[config.mk]
export PLATFORM = sky130hd
export DESIGN_NAME = plbct_cell
export DESIGN_NICKNAME = d
export VERILOG_FILES = /design/src/hdl/plbct_pkg.sv /design/src/hdl/plbct_cell.sv
export SDC_FILE = /design/constraint.sdc
export NUM_CORES = 1
export LEC_CHECK = 0
export BUFFER_PORTS_ARGS = -buffer_cell sky130_fd_sc_hd__buf_2
export CORE_ASPECT_RATIO = 1.25
export CORE_UTILIZATION = 41
export CTS_CLUSTER_DIAMETER = 80
export DETAILED_ROUTE_END_ITERATION = 16
export PLACE_DENSITY = 0.89
export SLEW_MARGIN = 20
export SYNTH_ARGS = -nofsm -noshare
export SYNTH_HDL_FRONTEND = slang
export SYNTH_SLANG_ARGS = --single-unit
[constraint.sdc]
create_clock -name clk -period 1.9 [get_ports clk]
set_input_delay 0.38 -clock clk [delete_from_list [all_inputs] [get_ports clk]]
set_output_delay 0.38 -clock clk [all_outputs]
set_load 0.01 [all_outputs]
[src/hdl/plbct_pkg.sv]
// Shared types and constants for the block cache tag engine.
// No dependencies; imported by every module in hdl/.
package plbct_pkg;

  localparam int unsigned SLOTS              = 64;
  localparam int unsigned SECTORS_PER_BUFFER = 8;
  localparam int unsigned POS_W              = 6;
  localparam int unsigned IN_DATA_W          = 48;
  localparam int unsigned OUT_DATA_W         = 48;
  localparam logic [7:0]  REF_MAX            = 8'hFF;

  typedef enum logic [2:0] {
    CMD_ACQUIRE    = 3'd0,
    CMD_RELEASE    = 3'd1,
    CMD_PIN        = 3'd2,
    CMD_UNPIN      = 3'd3,
    CMD_MARK_DIRTY = 3'd4,
    CMD_FLUSH      = 3'd5
  } cmd_t;

  typedef enum logic [1:0] {
    ST_OK       = 2'd0,
    ST_NO_VICT  = 2'd1,
    ST_REF_ERR  = 2'd2
  } status_t;

  typedef enum logic [1:0] {
    S_IDLE,
    S_LOOK,
    S_EXEC,
    S_FLUSH
  } state_t;

  // One LRU list entry; the cell at position 0 is the list front.
  typedef struct packed {
    logic [5:0]  slot_id;
    logic        assigned;
    logic [2:0]  dev;
    logic [30:0] base;
    logic [7:0]  refcnt;
    logic        dirty;
  } entry_t;

  typedef struct packed {
    logic [2:0]  dev;
    logic [30:0] base;
    logic [5:0]  slot;
  } key_t;

  typedef struct packed {
    logic tag_hit;
    logic unref;
    logic slot_eq;
  } flags_t;

  typedef struct packed {
    logic write;
    logic take_prev;
  } cell_ctl_t;

  typedef struct packed {
    logic [1:0]  status;
    logic [30:0] wb_base;
    logic [2:0]  wb_dev;
    logic        wb_needed;
    logic        fill_needed;
    logic        hit;
    logic [5:0]  slot_index;
  } result_t;

endpackage

[src/hdl/plbct_cell.sv]
// One position of the LRU chain: holds an entry, compares it against the key.
// Depends on plbct_pkg.
module plbct_cell import plbct_pkg::*; (
  input  logic       clk,
  input  logic       rst_n,
  input  logic [5:0] rst_slot,
  input  entry_t     prev_entry,
  input  entry_t     wr_entry,
  input  cell_ctl_t  ctl,
  input  key_t       key,
  output entry_t     entry,
  output flags_t     flags
);

  entry_t entry_r;

  always_ff @(posedge clk) begin
    if (!rst_n) begin
      entry_r         <= '0;
      entry_r.slot_id <= rst_slot;
    end else if (ctl.write) begin
      entry_r <= wr_entry;
    end else if (ctl.take_prev) begin
      entry_r <= prev_entry;
    end
  end

  assign entry = entry_r;

  always_comb begin
    flags.tag_hit = entry_r.assigned && (entry_r.dev == key.dev) && (entry_r.base == key.base);
    flags.unref   = (entry_r.refcnt == 8'd0);
    flags.slot_eq = (entry_r.slot_id == key.slot);
  end

endmodule

# --- Word-level counts from Yosys, hierarchy flattened ---
# Index checks and enable logic that the tools add are counted.
word_totals:
  register_bits: 50
  latchBits: 0
  ramBits: 0
  rom_bits: 0
  in_bits: 150
  out_inout_bits: 53
  n_memories: 0
op_classes:
  addsub: 0
  multipliers: 0
  div: 0
  n_lt_le_gt_ge: 0
  eq_ne: 4
  n_shift: 0
  n_mux: 3
  n_bitwise: 0
  reduce_logical: 4
ops:
  columns: ["cell", "n"]
  rows:
  - ["50-bit 2-to-1 mux", 3]
  - ["31-bit equality test", 1]
  - ["8-bit logical NOT", 1]
  - ["6-bit equality test", 1]
  - ["3-bit equality test", 1]
  - ["3-bit by 1-bit inequality test with 1-bit output, second input constant", 1]
  - ["1-bit logical AND", 2]
  - ["2-bit nonzero test", 1]

# --- Longest topological paths before layout ---
logic_depth:
  word_depth: 3
  depth_mapped: 5

# --- Least setup slack after synthesis ---
# Ideal clock, no wire load.
synth_path:
  path_type: "flip-flop to output port"
  from: "reg entry_r, in the netlist entry[10]"
  to: "out flags[2] (netlist bit)"
  arrival_ns: 1.316
  path_slack_ns: 0.204
  path_stages_with_launch: 5
  n_path_buf: 0
  cell_sequence: "dfxtp_1 > xnor2_1 > nand4_1 > or4_1 > nor3_2"
synth_rtl:
  columns: ["element", "line_no", "rtl"]
  rows:
  - ["start: declaration", "plbct_cell.sv:15", "entry_t entry_r;"]
  - ["start signal: assignment", "plbct_cell.sv:22", "entry_r <= wr_entry;"]
  - ["start signal: assignment", "plbct_cell.sv:24", "entry_r <= prev_entry;"]
  - ["end: declaration", "plbct_cell.sv:12", "output flags_t flags"]

==> summary.md <==
The post-layout net count is 678. The tree built by TritonCTS fans out to 50 sinks. Routability-driven placement finished with a final weighted congestion of 0.830. Area of the mapped netlist: 2840 sq um. Count of maximum capacitance violations: 0. The biggest area contributor in the post-synthesis netlist is dfxtp_1. The placeable core region was 6650 sq um.

Area share of the largest cell type after synthesis: 31.0%. Hold repair after CTS inserted 0 buffers. The sequential element share of the synthesized area came out at 37.3%. Adding up every negative setup slack in the final design gives -254 ps. Setup repair after global routing could not meet its margin everywhere. The sum of overflow across all layers after global routing is 0, and the total die area is 7270 sq um.

The total CTS buffers was 5. For this block, the initial DRC count from the detailed router was 95. The most frequently used flop master after synthesis is dfxtp_1. The vertical die dimension is 95.1 um, and the leakage power summed over all cells is 2.17 nW.

For the worst hold slack, the log shows 388 ps. The flow ran to the end, but the final reports show violations. The detailed router placed 3049 vias in this run. For the worst vdd rail ir drop, the log shows 367 uV.

The commonest cells after synthesis are mux2i_1, and2_1, dfxtp_1, nand2_1, o21ai_0. For the gate count after technology mapping, the log shows 323. The clock arrives with 0 ps of skew. The count of endpoints failing hold in the final timing report is 0.

Across every metal layer, demand over resource in global routing totals 23.8%. Initial standard-cell utilization of the core: 42.7%. After clock tree synthesis, the clock-pin slew on the worst setup and hold paths is 90 ps. Once detailed placement completed, the half-perimeter wirelength came to 7140 um. Wires add up to 8960 um. The fraction of registers with async set/reset was 0%.

TritonCTS built the clock tree. The number of enable flip-flop cells after synthesis was 6. By area the synthesized netlist is led by dfxtp_1, mux2i_1, and2_1, o21ai_0, xnor2_1. The average wire per standard cell came out at 14.5 um. Row generation in the floorplan step produced 33 rows. The count of buffers added on input and output ports is 202. The count of nets left with antenna violations once routing finished came out at 0. In this run the horizontal extent of the chip is 76.5 um. In the routed design, unresolved DRC markers number 0.

The tools report the category of the worst setup path launch point as a register. Dividing the final minimum period by the clock period gives 113%. The required arrival time at the worst endpoint is 1520 ps, and the number of storage elements in the synthesis netlist is 50. The worst setup path is of the register to output port kind.

The min-delay analysis places its worst path in the category primary input to register. The detail-routed via count per cell was 4.95. For this design the ratio of total power to cell area is 597 nW/um^2.

The run gives 20 as the unique cell type count in the Yosys netlist. The post-synthesis to final-layout area growth is 46.4%, and the share of cells above drive strength 1 is 47.4%. Averaged over all synthesized cells, the footprint is 8.80 sq um.

STA puts the critical path data arrival time at 1770 ps. The final reports fail on setup timing. The number of optimization iterations in the first detailed-route pass was 4; the clock insertion delay at the later pin of the skew report was 290 ps. Number of ports placed on the die boundary: 203. The first global-routing pass estimated 13400 um of wire. The largest driver fanout on the critical path came out at 2. Yosys printed 0 warnings. For the count of endpoints failing setup in the final report, the log shows 1.

Entering global routing, the biggest net connects 52 pins. The logs give 464 MHz for the maximum frequency from static timing analysis and 70.5% for the worst slew margin relative to its limit. The register with the most flip-flops in the layout has 50 of them. Counting every net in the synthesized netlist gives 473. The longest clock path from root to sink contains 2 buffers.

The maximum level of the CTS H-tree is 2, and the final worst setup slack is -254 ps. The number of global-route vias before repair was 2882; the number of antenna cells inserted was 0. The transition time at the pin with the least slew margin is 442 ps. The worst setup path is captured at an output port. CTS root buffer: clkbuf_8. The tools report the number of pins exceeding their max-slew limit in the final report as 0. The final critical-path required period works out to 2150 ps. The most frequent cell after synthesis is mux2i_1. The initial antenna violation count came out at 0.
==> layout make-up <==
cell class	instances	area, sq um
flip-flops and latches	50	1080
multi-input cells	252	1750
fillers	568	2490
well taps	87	109
clock buffers	8	80.1
repair buffers	219	1140
==> worst max-delay path, stage by stage, from the launching register on <==
cell	delay, ps
dfxtp_2	340
xnor2_2	150
nand4_1	90
or4_1	540
nor3_2	190
buf_2	170
==> report_power, final <==
part | switching, mW | internal (mW)
Sequential | 0.0680 | 1.15
Combinational | 0.318 | 0.364
Clock | 0.320 | 0.262
Total | 0.706 | 1.78
==> cell families (layout without fill, tap and decap cells) <==
family / Yosys count / count (layout) / synth area share (%)
xor gates and xnor gates: 40 / 40 / 12.3
AOI/OAI and AO/OA: 50 / 50 / 8.81
DFF: 50 / 50 / 37.3
muxes: 50 / 50 / 17.6
and+or+nand+nor: 112 / 112 / 20.4
buffers and inverters: 21 / 227 / 3.48
==> routing by layer <==
| layer | vias to the layer above | GRT usage, % | wire (um) |
|---|---|---|---|
| met5 | - | 0 | 0 |
| met4 | 0 | 6.73 | 94 |
| met3 | 8 | 6.03 | 600 |
| met2 | 148 | 47.7 | 4980 |
| met1 | 1397 | 24.3 | 3280 |
| li1 | 1496 | - | - |
==> cell usage in the layout, fill, tap and decap left out <==
| master | synthesis | final |
|---|---|---|
| buf_2 | 4 | 202 |
| nand3_1 | 1 | 1 |
| and2_1 | 44 | 44 |
| buf_4 | 4 | 17 |
| xor2_2 | 0 | 1 |
| xor2_1 | 18 | 17 |
| clkbuf_1 | 13 | 3 |
| nor4_2 | 0 | 3 |
| dfxtp_2 | 0 | 15 |
| nand4_1 | 6 | 6 |
| clkbuf_8 | 0 | 5 |
| xnor2_1 | 22 | 16 |
| a21oi_1 | 6 | 6 |
| or4_1 | 3 | 3 |
| edfxtp_1 | 6 | 6 |
| nor3_2 | 1 | 1 |
| dfxtp_1 | 44 | 29 |
| o21ai_0 | 44 | 44 |
| xnor2_2 | 0 | 6 |
| nor4_1 | 4 | 1 |
| or3b_2 | 1 | 1 |
| mux2i_1 | 50 | 50 |
| nand2_1 | 44 | 44 |
| nor3_1 | 1 | 1 |
| nor2_1 | 7 | 7 |
==> per-stage QoR <==
stage | instances | instance area (sq um) | power [mW] | setup slack [ps] | utilization (%)
final | 616 | 4160 | 2.48 | -254 | 62.6
after global routing | 616 | 4160 | 2.63 | -345 | 62.6
after CTS | 615 | 4130 | 2.50 | -288 | 62.1
after detailed placement | 602 | 3950 | 1.89 | -226 | 59.3
after global placement | 602 | 3950 | 1.87 | -280 | 59.3
after floorplan | 323 | 2840 | 1.56 | 204 | -
==> timing repair <==
action | CTS | global route
resized for setup | 17 | 8
pin swaps | 10 | 5
endpoints found under the setup margin | 1 | 1
setup buffers | 5 | 1
==> worst paths after layout <==
| check | start | endpoint | slack [ps] | cells after the start |
|---|---|---|---|---|
| worst max-delay path | entry[9]$_SDFFE_PN0P_ | flags[2] | -250 | 5 |
| worst min-delay path | wr_entry[42] | entry[42]$_SDFFE_PN0P_ | 390 | 4 |
| worst max register to register | entry[30]$_SDFFE_PN0P_ | entry[30]$_SDFFE_PN0P_ | 950 | 4 |
| worst min register to register | entry[7]$_SDFFE_PN0P_ | entry[7]$_SDFFE_PN0P_ | 670 | 3 |
No activity file was read; power rests on OpenSTA's default activity.
